[config.mk]
export PLATFORM = sky130hd
export DESIGN_NAME = comment_strip_space_collapse_unit
export DESIGN_NICKNAME = d
export VERILOG_FILES = /design/src/sv/cssc_pkg.sv /design/src/sv/cssc_scan.sv /design/src/sv/cssc_rbuf.sv /design/src/sv/comment_strip_space_collapse_unit.sv
export SDC_FILE = /design/constraint.sdc
export NUM_CORES = 1
export LEC_CHECK = 0
export BUFFER_PORTS_ARGS = -buffer_cell sky130_fd_sc_hd__buf_4
export CAP_MARGIN = 10
export CORE_AREA = 2 2 63 65
export CTS_CLUSTER_SIZE = 10
export DETAILED_ROUTE_END_ITERATION = 12
export DIE_AREA = 0 0 65 67
export PLACE_DENSITY = 0.85
export SYNTH_ARGS = -nofsm -noshare
export SYNTH_HDL_FRONTEND = slang
export SYNTH_SLANG_ARGS = --single-unit
[constraint.sdc]
create_clock -name clock -period 4 [get_ports clock]
set_input_delay 0.2 -clock clock [delete_from_list [all_inputs] [get_ports clock]]
set_output_delay 0.2 -clock clock [all_outputs]
set_load 0.05 [all_outputs]
[src/sv/cssc_pkg.sv]
// ----------------------------------------------------------------------------
// cssc_pkg: shared types and constants
// character codes, scan mode codes and result word layout for the
// comment strip / space collapse unit
// ----------------------------------------------------------------------------
package cssc_pkg;

   localparam int unsigned CharWidth  = 8;
   localparam int unsigned MaxResults = 3;
   localparam int unsigned CountWidth = $clog2(MaxResults + 1);

   localparam logic [CharWidth-1:0] CharSlash = 8'h2F;
   localparam logic [CharWidth-1:0] CharStar  = 8'h2A;
   localparam logic [CharWidth-1:0] CharNl    = 8'h0A;
   localparam logic [CharWidth-1:0] CharSpace = 8'h20;
   localparam logic [CharWidth-1:0] CharTab   = 8'h09;
   localparam logic [CharWidth-1:0] CharCr    = 8'h0D;
   localparam logic [CharWidth-1:0] CharNul   = 8'h00;

   // scan mode, one-hot
   typedef enum logic [3:0] {
      MODE_NORMAL = 4'b0001,
      MODE_LINE   = 4'b0010,
      MODE_BLOCK  = 4'b0100,
      MODE_STAR   = 4'b1000
   } mode_type;

   // one result word
   typedef struct packed {
      logic [CharWidth-1:0] out_char;
      logic                 has_char;
      logic                 run_last;
      logic                 text_end;
   } result_type;

   // all result words caused by one input word
   typedef struct packed {
      logic [CountWidth-1:0]         count;
      result_type [MaxResults-1:0]   item;
   } bundle_type;

   function automatic logic is_white(input logic [CharWidth-1:0] c);
      return ((c >= CharTab) && (c <= CharCr)) || (c == CharSpace);
   endfunction

endpackage

[src/sv/cssc_scan.sv]
// ----------------------------------------------------------------------------
// cssc_scan: comment scanner and whitespace collapse
// holds the scan state and forms the result words of one input word
// ----------------------------------------------------------------------------
module cssc_scan (
   input  logic                              clock,
   input  logic                              reset,
   input  logic                              take,
   input  logic [cssc_pkg::CharWidth-1:0]    text_byte,
   input  logic                              final_byte,
   output cssc_pkg::bundle_type              bundle
);

   cssc_pkg::mode_type mode_ff, mode_in;
   logic held_ff, held_in;
   logic any_ff, any_in;
   logic lws_ff, lws_in;

   logic pre_slash;
   logic plain;
   logic any_t;
   logic lws_t;
   logic [cssc_pkg::CountWidth-1:0] n;
   cssc_pkg::bundle_type b;

   always_comb begin
      mode_in   = mode_ff;
      held_in   = held_ff;
      pre_slash = 1'b0;
      plain     = 1'b0;
      n         = '0;
      b         = '0;

      case (mode_ff)
         cssc_pkg::MODE_LINE: begin
            if (text_byte == cssc_pkg::CharNl) mode_in = cssc_pkg::MODE_NORMAL;
         end
         cssc_pkg::MODE_BLOCK: begin
            if (text_byte == cssc_pkg::CharStar) mode_in = cssc_pkg::MODE_STAR;
         end
         cssc_pkg::MODE_STAR: begin
            if (text_byte == cssc_pkg::CharSlash) begin
               mode_in = cssc_pkg::MODE_NORMAL;
            end else if (text_byte != cssc_pkg::CharStar) begin
               mode_in = cssc_pkg::MODE_BLOCK;
            end
         end
         default: begin
            if (held_ff) begin
               held_in = 1'b0;
               if (text_byte == cssc_pkg::CharSlash) begin
                  mode_in = cssc_pkg::MODE_LINE;
               end else if (text_byte == cssc_pkg::CharStar) begin
                  mode_in = cssc_pkg::MODE_BLOCK;
               end else begin
                  pre_slash = 1'b1;
                  plain     = 1'b1;
               end
            end else if ((text_byte == cssc_pkg::CharSlash) && !final_byte) begin
               held_in = 1'b1;
            end else begin
               plain = 1'b1;
            end
         end
      endcase

      any_t = any_ff;
      lws_t = lws_ff;

      // held slash goes out ahead of this byte
      if (pre_slash) begin
         b.item[n].out_char = cssc_pkg::CharSlash;
         b.item[n].has_char = 1'b1;
         n     = n + 1'b1;
         any_t = 1'b1;
         lws_t = 1'b0;
      end

      if (plain) begin
         if (cssc_pkg::is_white(text_byte)) begin
            if (any_t && !lws_t) begin
               b.item[n].out_char = cssc_pkg::CharSpace;
               b.item[n].has_char = 1'b1;
               n     = n + 1'b1;
               lws_t = 1'b1;
            end
         end else begin
            b.item[n].out_char = text_byte;
            b.item[n].has_char = 1'b1;
            n     = n + 1'b1;
            any_t = 1'b1;
            lws_t = 1'b0;
         end
      end

      any_in = any_t;
      lws_in = lws_t;

      // end marker, then back to reset state
      if (final_byte) begin
         b.item[n].out_char = cssc_pkg::CharNul;
         b.item[n].text_end = 1'b1;
         n       = n + 1'b1;
         mode_in = cssc_pkg::MODE_NORMAL;
         held_in = 1'b0;
         any_in  = 1'b0;
         lws_in  = 1'b0;
      end

      if (n != '0) b.item[n - 1'b1].run_last = 1'b1;
      b.count = n;
      bundle  = b;
   end

   always_ff @(posedge clock) begin
      if (reset) begin
         mode_ff <= cssc_pkg::MODE_NORMAL;
         held_ff <= 1'b0;
         any_ff  <= 1'b0;
         lws_ff  <= 1'b0;
      end else if (take) begin
         mode_ff <= mode_in;
         held_ff <= held_in;
         any_ff  <= any_in;
         lws_ff  <= lws_in;
      end
   end

endmodule

[src/sv/cssc_rbuf.sv]
// ----------------------------------------------------------------------------
// cssc_rbuf: result buffer
// holds up to three result words and, while out_ready is high, hands them out one per cycle
// ----------------------------------------------------------------------------
module cssc_rbuf (
   input  logic                  clock,
   input  logic                  reset,
   input  logic                  load,
   input  cssc_pkg::bundle_type  bundle,
   input  logic                  out_ready,
   output logic                  out_valid,
   output cssc_pkg::result_type  head,
   output logic                  can_load
);

   cssc_pkg::result_type [cssc_pkg::MaxResults-1:0] q_ff, q_in;
   logic [cssc_pkg::CountWidth-1:0] cnt_ff, cnt_in;
   logic pop;

   assign out_valid = (cnt_ff != '0);
   assign head      = q_ff[0];
   assign pop       = out_valid && out_ready;
   // new words fit once the buffer is empty after this cycle
   assign can_load  = (cnt_ff == '0) ||
                      ((cnt_ff == {{(cssc_pkg::CountWidth-1){1'b0}}, 1'b1}) && out_ready);

   always_comb begin
      q_in   = q_ff;
      cnt_in = cnt_ff;
      if (load) begin
         q_in   = bundle.item;
         cnt_in = bundle.count;
      end else if (pop) begin
         for (int i = 0; i < cssc_pkg::MaxResults - 1; i++) q_in[i] = q_ff[i+1];
         cnt_in = cnt_ff - 1'b1;
      end
   end

   always_ff @(posedge clock) begin
      if (reset) begin
         cnt_ff <= '0;
      end else begin
         cnt_ff <= cnt_in;
      end
   end

   always_ff @(posedge clock) begin
      q_ff <= q_in;
   end

endmodule

[src/sv/comment_strip_space_collapse_unit.sv]
// ----------------------------------------------------------------------------
// comment_strip_space_collapse_unit: comment stripper with space collapse
// removes // and /* */ comments from a byte stream and folds whitespace
// runs into single spaces
// ----------------------------------------------------------------------------
//  channel   direction  ports                                         handshake
//  req       in         req_text_byte, req_final_byte                 req_valid/req_ready
//  rsp       out        rsp_out_char, rsp_has_char, rsp_run_last,     rsp_valid/rsp_ready
//                       rsp_text_end
//
//  one input word per cycle while req_ready is high; each word makes zero to three
//  result words; the result buffer drains one word per cycle while rsp_ready is high,
//  so a word with two or three results holds req_ready low until its last one is taken
//  req_ready = buffer empty, or one word left that is taken this cycle
//  reset is synchronous: scan state back to normal text, buffer emptied
//  a stall on rsp only backs up into req once the buffer holds a word
// ----------------------------------------------------------------------------
module comment_strip_space_collapse_unit (
   input  logic                            clock,
   input  logic                            reset,
   input  logic                            req_valid,
   output logic                            req_ready,
   input  logic [cssc_pkg::CharWidth-1:0]  req_text_byte,
   input  logic                            req_final_byte,
   output logic                            rsp_valid,
   input  logic                            rsp_ready,
   output logic [cssc_pkg::CharWidth-1:0]  rsp_out_char,
   output logic                            rsp_has_char,
   output logic                            rsp_run_last,
   output logic                            rsp_text_end
);

   logic                  take;     // input word accepted this cycle
   cssc_pkg::bundle_type  bundle;   // result words of the current input word
   cssc_pkg::result_type  head;     // result word at the buffer head

   assign take = req_valid && req_ready;

   // scanner: state only advances on an accepted word
   cssc_scan u_scan (
      .clock      (clock),
      .reset      (reset),
      .take       (take),
      .text_byte  (req_text_byte),
      .final_byte (req_final_byte),
      .bundle     (bundle)
   );

   // result buffer doubles as the output register
   cssc_rbuf u_rbuf (
      .clock     (clock),
      .reset     (reset),
      .load      (take),
      .bundle    (bundle),
      .out_ready (rsp_ready),
      .out_valid (rsp_valid),
      .head      (head),
      .can_load  (req_ready)
   );

   assign rsp_out_char = head.out_char;
   assign rsp_has_char = head.has_char;
   assign rsp_run_last = head.run_last;
   assign rsp_text_end = head.text_end;

   // end marker carries no character and closes its input word
   a_end_marker_shape: assert property (@(posedge clock) disable iff (reset)
      (rsp_valid && rsp_text_end) |-> (!rsp_has_char && rsp_run_last))
      else $error("end marker with character or not last");

   // remaining words of one input word follow with no gap
   a_run_no_gap: assert property (@(posedge clock) disable iff (reset)
      (rsp_valid && rsp_ready && !rsp_run_last) |=> rsp_valid)
      else $error("gap inside the results of one input word");

   // the last byte of a text always leaves a result pending
   a_final_gives_result: assert property (@(posedge clock) disable iff (reset)
      (take && req_final_byte) |=> rsp_valid)
      else $error("no result after final byte");

   // no input word is taken while earlier results would be overwritten
   a_no_overrun: assert property (@(posedge clock) disable iff (reset)
      (rsp_valid && !rsp_run_last) |-> !req_ready)
      else $error("input accepted over pending results");

endmodule

==> results_dict.tcl, run 1 <==
set metrics [dict create \
    vias 1598 \
    yosysSeqAreaShare_pct 44.3 \
    drt_first_pass_iters 4 \
    skew_ns 0.00593 \
    finalSetupViolCount 0 \
    ir_drop_mv 0.189 \
    synth_area_per_cell_um2 10.1 \
    finalCriticalPeriod_ns 3.57 \
    diodes 0 \
    rows 22 \
    worstReg2RegStart "u_scan.mode_ff[1]" \
    synth_top_family_by_area "simple AND/OR/NAND/NOR gates" \
    wire_per_inst_um 14.9 \
    max_stage_delay_ns 0.60 \
    ys_warn_count 0 \
    totalWireLength_um 4010 \
    fin_tns_setup_ns 0 \
    status "finished clean" \
    worst_pin_slew_ns 0.731 \
    area_delta_synth_final_pct 12.6 \
    globalplace.congestion 0.875 \
    drive_above_1_share_pct 22.6 \
    fin_util_pct 63.5 \
    startpoint "u_scan.mode_ff[1]" \
    yosys.area_share.simple_pct 20.7 \
    dp_cells 261 \
    netlist_instances 201 \
    grt_max_degree 28 \
    die_w_um 65 \
    via_per_inst 5.94 \
    final-hold-violation-count 0 \
    post_cts_resize_count 0 \
    grt_pass1_vias 1420 \
    grt_setup_unrepaired "false" \
    cts_buffer_depth 2 \
    detail-route-antenna-nets 0 \
    core_area_mm2 0.00361 \
    final_common_cell "buf_4" \
    path_max_fanout 8 \
    cp-start-kind "flip-flop" \
    worstSetupPathType "reg -> reg" \
    path_cells "or4b_1 > o21a_1 > nand3_4 > inv_4 > a21oi_1 > ha_1 > a211oi_1 > a211o_2 > ha_1 > nand2_1 > nand2_1 > nor2_1 > a221o_1" \
    initial_utilization_pct 56.4 \
    cts.htree.levels 2 \
    drc 0 \
    hold_buffers 0 \
    drt-initial-drc-count 139 \
    slew_violations 0 \
    grt_overflow_total 0 \
    grt_pass1_wl_um 6550 \
    slew-limit-headroom_pct 50.8 \
    grt_util_all_layers_pct 20.3 \
    fin_nets 240 \
    fmax_mhz 280 \
    numCtsBuffers 5 \
    clock_latency_ns 0.29 \
    synth_fa_ha_area_share_pct 4.31 \
    hold_ws_ns 0.166 \
    synthMuxAreaShare_pct 3.08 \
    port_buffers 25 \
    cts_tree "built" \
    dp_hpwl_um 2840 \
    antenna_found_initial 0 \
    cap_violations 0 \
    ys.flop_type "edfxtp_1" \
    ys_ff_latch 33 \
    cts_sinks 33 \
    synth_compound_area_share_pct 20.0 \
    synth_edf_count 24 \
    crit_slowest_cell "or4b_1" \
    final_cell_mix "27 x buf_4, 24 x edfxtp_1, 18 x nand2_1" \
    syn_area_mm2 0.00203 \
    synthXorXnorAreaFrac_pct 0.862 \
    dieArea_mm2 0.00436 \
    crit_arrival_ns 3.61 \
    n_fill_cell 306 \
    fin_crit_sh_pct 89.2 \
    async_flop_share_pct 0 \
    ys_types 59 \
    cp-end-kind "flip-flop" \
    min_from "reset" \
    hold_class "in -> reg" \
    crit_required_ns 4.04 \
    instances_no_fill 269 \
    leakage_nw 0.900 \
    fp.dieH_um 67 \
    ios 26 \
    power.density_mw_per_mm2 490 \
    synth_nets 221 \
    cts-root-buf "clkbuf_8" \
    clk_pin_slew_ns 0.06 \
    cts_setup_buffers 0 \
]
==> cells in the mapped netlist (all sizes together) (4+ instances only) <==
cell / n / area [um2]
and2: 8 / 50.1
o21ai: 7 / 35.0
inv: 12 / 47.6
ha: 7 / 87.6
clkbuf: 5 / 18.8
a21oi: 8 / 40.0
a221o: 4 / 40.0
nor2: 14 / 52.6
o211ai: 4 / 30.0
or4b: 4 / 40.0
mux2i: 4 / 40.0
a21o: 4 / 30.0
buf: 10 / 70.1
dfxtp: 9 / 180
edfxtp: 24 / 721
nand2: 18 / 67.6
nor3: 10 / 55.1
==> metrics by stage <==
stage	cell area, um2	setup slack (ns)	power, W
after CTS	2290	0.473	0.00113
after global routing	2290	0.187	0.00117
final	2290	0.433	0.00112
after global placement	2210	0.609	0.000876
after floorplan	2030	0.696	0.000800
after detailed placement	2210	0.485	0.000885
==> state kept, by name (all words and copies together), names as in the netlist <==
| register | cells |
|---|---|
| u_scan.held_ff | 1 |
| u_rbuf.cnt_ff | 2 |
| u_rbuf.q_ff | 13 |
| u_scan.lws_ff | 1 |
| u_scan.mode_ff | 4 |
| u_scan.any_ff | 1 |
| u_rbuf.head | 11 |
==> kinds of logic after synthesis <==
family | count (synthesis)
XOR/XNOR | 2
AO/OA/AOI/OAI | 52
multiplexers | 6
adder cells (fa/ha/maj) | 7
AND/OR/NAND/NOR | 74
buffers and inverters | 27
flip-flops | 33
==> worst max-delay path, delay by kind of cell (launching register included) <==
kind                       cells  cell delay (ns)
AOI/OAI and AO/OA              5             1.38
and+or+nand+nor                5             1.04
buffers and inverters          1             0.07
DFF                            1             0.35
adders and majority gates      2             0.47
==> report_power, final <==
group	total (W)	switching [W]	internal, W
logic	0.000405	0.000284	0.000121
clock network	0.000242	0.000122	0.000120
registers	0.000475	0.0000202	0.000455
==> per-layer routing <==
layer	global-route usage [%]	vias to the layer above	wire [um]
li1	-	783	-
met1	25.4	752	1790
met2	32.5	50	1920
met3	3.72	13	175
met4	12.8	0	130
met5	0	-	0
==> final timing paths <==
path / endpoint / slack (ns) / cells past startpoint
setup / recovery: u_rbuf.head[5] / 0.43 / 13
hold / removal: u_scan.mode_ff[2] / 0.17 / 2
setup reg to reg: u_rbuf.head[5] / 0.43 / 13
hold reg to reg: u_scan.lws_ff / 0.52 / 2
==> cell type report <==
cell class / instances / area, um2 / share of cell area (%)
sequential: 33 / 901 / 39.3
timing repair buffer: 27 / 203 / 8.85
tap: 48 / 60.1 / 2.62
clock inverter: 2 / 10.0 / 0.437
clock buffer: 6 / 72.6 / 3.17
inverter: 12 / 47.5 / 2.08
multi-input combinational: 141 / 996 / 43.5
No activity file was read; power rests on OpenSTA's default activity.
==> inputs of run 2 (changes only) <==
Settings changed: ABC_AREA set to 1, CORE_AREA 2 2 63 65 to 2 2 64 66, DIE_AREA 0 0 65 67 to 0 0 66 68, PLACE_DENSITY 0.85 to 0.84.
==> results_dict.tcl, run 2 <==
set metrics [dict create \
    status "finished clean" \
    grt_pass1_vias 1640 \
    max_stage_delay_ns 0.36 \
    ys_ff_latch 33 \
    rows 23 \
    grt_util_all_layers_pct 20.3 \
    yosysSeqAreaShare_pct 43.8 \
    crit_buf_inv 5 \
    fin_nets 295 \
    netlist_instances 254 \
    finalSetupViolCount 0 \
    globalplace.congestion 0.929 \
    r2r_slack_ns 1.15 \
    final-hold-violation-count 0 \
    totalWireLength_um 4020 \
    crit_arrival_ns 2.97 \
    switching_power_w 0.000803 \
    numCtsBuffers 5 \
    antenna_found_initial 0 \
    finalPower_w 0.00174 \
    grt_setup_unrepaired "false" \
    port_buffers 25 \
    drive_above_1_share_pct 22.8 \
    path_cells "nor2_1 > nand3_1 > nand3_2 > nor2_4 > nand2_8 > inv_2 > nor2_1 > a21oi_1 > inv_1 > ha_1 > inv_1 > nand2_1 > nand3_4 > inv_1 > ha_1 > nand2_1 > nand2_1 > inv_1 > nand2_1 > nor3_1" \
    fin_crit_sh_pct 71.1 \
    post_dp_cell_area_mm2 0.00224 \
    skew_ns 0.00577 \
    yosysTopAreaCellShare_pct 35.0 \
    ys.flop_type "edfxtp_1" \
    final_common_cell "nand2_1" \
    area_delta_synth_final_pct 12.8 \
    yosys.area.top_type "edfxtp_1" \
    path_max_fanout 9 \
    leakage_nw 1.05 \
    clkPwrFrac_pct 13.8 \
    clk_pin_slew_ns 0.07 \
    drt-initial-drc-count 148 \
    cp-end-kind "flip-flop" \
    grt_pass1_wl_um 6930 \
    ys_types 28 \
    synth_nets 274 \
    worstSetupPathType "reg -> reg" \
    dieArea_mm2 0.00449 \
    comb_power_share_pct 51.5 \
    synth_edf_count 24 \
    slew_violations 0 \
    slew-limit-headroom_pct 35.8 \
    ios 26 \
    async_flop_share_pct 0 \
    core_area_mm2 0.00386 \
    internal_power_w 0.000932 \
    synthTopCellsByCount "56 x nand2_1, 26 x inv_1, 24 x edfxtp_1" \
    cts_tree "built" \
    detail-route-antenna-nets 0 \
    grt_overflow_total 0 \
    yosys-top-cells-area "edfxtp_1 35%, nand2_1 10%, dfxtp_1 8.8%" \
    switching_share_pct 46.3 \
    synth.most_common_cell "nand2_1" \
    cts-root-buf "clkbuf_8" \
    fp.dieH_um 68 \
    pwr-share-seq_pct 34.7 \
    fin_tns_setup_ns 0 \
    ir_drop_mv 0.920 \
    via_per_inst 5.28 \
    cts_setup_buffers 0 \
    cp_top_family "simple AND/OR/NAND/NOR gates" \
    power.density_mw_per_mm2 748 \
    hold_buffers 0 \
    ys_warn_count 0 \
    clock_latency_ns 0.29 \
    die_w_um 66 \
    final_cell_mix "56 x nand2_1, 26 x inv_1, 26 x buf_4" \
    crit_slowest_cell "dfxtp_1" \
    synth_area_per_cell_um2 8.10 \
    hold_class "in -> reg" \
    dp_hpwl_um 3000 \
    crit_required_ns 4.13 \
    drt_first_pass_iters 4 \
    cts_buffer_depth 2 \
    fmax_mhz 351 \
    cts.htree.levels 2 \
    finalCriticalPeriod_ns 2.85 \
    largest_reg_flops 13 \
    cap_violations 0 \
    cts_sinks 33 \
    drc 0 \
    hold_ws_ns 0.118 \
    fin_area_mm2 0.00232 \
    largest-register "u_rbuf.q_ff" \
    vias 1721 \
    worst_pin_slew_ns 0.961 \
    diodes 0 \
    grt_max_degree 26 \
    post_cts_resize_count 0 \
    initial_utilization_pct 53.4 \
    wire_per_inst_um 12.3 \
    cp-start-kind "flip-flop" \
    syn_area_mm2 0.00206 \
]
==> run 2: per-stage QoR <==
step / util (%) / setup slack [ns] / std cells
6_report: 60.2 / 1.15 / 326
5_1_grt: 60.2 / 0.841 / 326
3_3_place_gp: 58.0 / 1.26 / 318
4_1_cts: 60.2 / 1.14 / 326
2_1_floorplan: - / 1.45 / 254
3_5_place_dp: 58.0 / 1.16 / 318
==> run 2: cell families (layout without fill, tap and decap cells) <==
| kind of cell | Yosys count | after routing | share of synthesized area, % |
|---|---|---|---|
| buffers and inverters | 45 | 67 | 9.79 |
| AOI/OAI and AO/OA | 35 | 35 | 9.12 |
| adders and majority gates | 7 | 7 | 4.26 |
| and+or+nand+nor | 134 | 134 | 33.1 |
| DFF | 33 | 33 | 43.8 |
==> run 2: final timing paths <==
kind / startpoint / endpoint / cells past startpoint
max reg2reg: u_scan.mode_ff[2] / u_rbuf.q_ff[16] / 20
min reg2reg: u_scan.any_ff / u_scan.any_ff / 2
min: reset / u_scan.mode_ff[3] / 2
max: u_scan.mode_ff[2] / u_rbuf.q_ff[16] / 20
==> run 2: worst register-to-register path, cell delays in order (launching register included) <==
cell and delay, ns:
dfxtp_1 0.36, nor2_1 0.06, nand3_1 0.13, nand3_2 0.15, nor2_4 0.18, nand2_8 0.10, inv_2 0.12, nor2_1 0.07
a21oi_1 0.17, inv_1 0.06, ha_1 0.28, inv_1 0.06, nand2_1 0.08, nand3_4 0.11, inv_1 0.05, ha_1 0.17
nand2_1 0.08, nand2_1 0.07, inv_1 0.10, nand2_1 0.10, nor3_1 0.20
==> run 2: routing by layer <==
metal	track usage, %	wire [um]
met3	4.28	214
met4	8.42	76
met1	24.7	1770
met5	0	0
met2	35.2	1960
==> run 2: cell type report <==
class / count / area (um2)
clock inverters: 2 / 10.0
multi-input cells: 176 / 956
clock buffers: 6 / 72.6
flip-flops and latches: 33 / 901
well taps: 50 / 62.6
fillers: 361 / 1540
repair buffers: 26 / 195
inverters: 33 / 124
==> run 2: power groups by stage <==
stage          combinational [W]  clock [W]  sequential (W)
4_1_cts                 0.000902   0.000245        0.000605
6_report                0.000894   0.000239        0.000602
3_5_place_dp            0.000897          0        0.000612
2_1_floorplan           0.000677          0        0.000658
3_3_place_gp            0.000878          0        0.000604
5_1_grt                 0.000982   0.000260        0.000618
==> inputs of run 3 (changes only) <==
Settings changed: CORE_AREA 2 2 64 66 to 2 2 66 68, DIE_AREA 0 0 66 68 to 0 0 68 70, PLACE_DENSITY 0.84 to 0.82.
Clock period 4 ns to 2.5 ns, I/O delays scaled along.
==> results_dict.tcl, run 3 (synthesized netlist as in run 2, its figures left out) <==
set metrics [dict create \
    post_dp_cell_area_mm2 0.00237 \
    cts.htree.levels 2 \
    cap_violations 0 \
    leakage_nw 1.20 \
    clock_latency_ns 0.29 \
    wire_per_inst_um 13.4 \
    grt_pass1_vias 1763 \
    n_fill_cell 341 \
    ir_drop_mv 1.10 \
    pwr-share-seq_pct 30.2 \
    crit_path_frequent_cell "nand2_4" \
    final_common_cell "buf_4" \
    drive_above_1_share_pct 39.2 \
    via_per_inst 5.20 \
    instances_no_fill 353 \
    drt-initial-drc-count 145 \
    fmax_mhz 412 \
    initial_utilization_pct 49.7 \
    ios 26 \
    cp_top_family "simple AND/OR/NAND/NOR gates" \
    worstSetupPathType "reg -> reg" \
    crit_buf_inv 6 \
    port_buffers 25 \
    dp_hpwl_um 3220 \
    grtUsageMet1_pct 25.0 \
    skew_ns 0.00594 \
    rows 24 \
    dieArea_mm2 0.00476 \
    drc 0 \
    cp-end-kind "flip-flop" \
    crit_required_ns 2.55 \
    fp.dieH_um 70 \
    comb_power_share_pct 54.5 \
    fin_area_mm2 0.00268 \
    final-hold-violation-count 0 \
    clk_pin_slew_ns 0.07 \
    switching_power_w 0.00142 \
    largest-register "u_rbuf.q_ff" \
    finalSetupViolCount 0 \
    fin_ws_ns 0.0717 \
    antenna_found_initial 0 \
    largest_reg_flops 13 \
    crit_slowest_cell "dfxtp_4" \
    drt_first_pass_iters 4 \
    grt_util_all_layers_pct 21.3 \
    use_met3_pct 5.31 \
    grt_overflow_total 0 \
    grt.busiest_layer "met2" \
    max_stage_delay_ns 0.36 \
    cts-root-buf "clkbuf_8" \
    hold_class "in -> reg" \
    grt_setup_unrepaired "true" \
    cp-start-kind "flip-flop" \
    core_area_mm2 0.00414 \
    grt_pass1_wl_um 7660 \
    crit_arrival_ns 2.48 \
    worst_pin_slew_ns 0.467 \
    totalWireLength_um 4740 \
    final_cell_mix "50 x buf_4, 48 x nand2_1, 24 x edfxtp_1" \
    met2_usage_pct 36.8 \
    fin_crit_sh_pct 97.1 \
    finalCriticalPeriod_ns 2.43 \
    detail-route-antenna-nets 0 \
    path_max_fanout 4 \
    slew-limit-headroom_pct 68.8 \
    cts_tree "built" \
    cts_buffer_depth 2 \
    clkPwrFrac_pct 15.3 \
    dp_slack_ns -0.107 \
    status "finished clean" \
    power.density_mw_per_mm2 1200 \
    cts_sinks 33 \
    area_delta_synth_final_pct 30.0 \
    dp_cells 335 \
    slew_violations 0 \
    grt_max_degree 26 \
    vias 1835 \
    switching_share_pct 44.3 \
    diodes 0 \
    globalplace.congestion 0.840 \
    internal_power_w 0.00178 \
    die_w_um 68 \
    numCtsBuffers 5 \
    path_cells "inv_1 > nor2_1 > nand2_2 > nand3_4 > nor2_4 > nand2_8 > clkinv_4 > nor2_4 > a21oi_2 > inv_1 > ha_4 > inv_2 > nand2_2 > nand3_4 > inv_2 > ha_4 > nand2_4 > nand2_4 > inv_4 > nand2_4 > nor3_2" \
    fin_nets 320 \
]
-- run 3: cell count changes in the layout (fill, tap and decap cells not counted), moves of 4 or more --
cell     before  now
buf_4        26   50
dfxtp_1       9    5
inv_1        26   22
nand2_1      56   48
nand2_2       9   14
nor2_1       23   19
nor3_1        7    3
nor3_2        0    4
o21ai_0      12    8
-- run 3: worst paths after layout --
kind	from	endpoint	slack, ns	cells past startpoint
worst min-delay path	reset	u_scan.mode_ff[2]	0.04	2
worst max-delay path	u_scan.mode_ff[2]	u_rbuf.q_ff[16]	0.07	21
worst max register to register	u_scan.mode_ff[2]	u_rbuf.q_ff[16]	0.07	21
worst min register to register	u_scan.mode_ff[3]	u_scan.mode_ff[3]	0.50	2
-- run 3: layout make-up --
class	count	area, um2	area share (%)
clock buffer	6	72.6	2.71
clock inverter	2	33.8	1.26
inverter	33	131	4.91
multi-input combinational	176	1080	40.3
sequential	33	908	33.9
tap	52	65.1	2.43
timing repair buffer	51	387	14.4
-- run 3: per-stage QoR --
step	hold slack (ns)	total power, W	setup TNS, ns	util, %
3_5_place_dp	0.339	0.00251	-0.346	57.3
5_1_grt	0.0438	0.00342	-0.359	64.6
3_3_place_gp	0.332	0.00247	-0.00506	57.3
2_1_floorplan	0.187	0.00215	0	-
6_report	0.0392	0.00320	0	64.6
4_1_cts	0.0382	0.00305	0	61.4
-- run 3: power by group through the flow --
stage / Clock [W] / Sequential (W) / Combinational [W]
5_1_grt: 0.000517 / 0.000994 / 0.00191
3_3_place_gp: 0 / 0.000965 / 0.00151
6_report: 0.000490 / 0.000966 / 0.00175
2_1_floorplan: 0 / 0.00105 / 0.00109
4_1_cts: 0.000492 / 0.000965 / 0.00159
3_5_place_dp: 0 / 0.000975 / 0.00154
-- run 3: timing repair --
action | in CTS | in global routing
gates resized for setup | 13 | 27
hold buffers | 0 | 0
pin swaps | 8 | 12
buffers inserted | 4 | 6
setup endpoints to repair | 12 | 21
-- run 3: layer usage --
metal	vias up	part of all wire, %
met5	-	0
met4	0	2.4
met3	16	4.3
met2	47	52
met1	846	41
li1	926	-
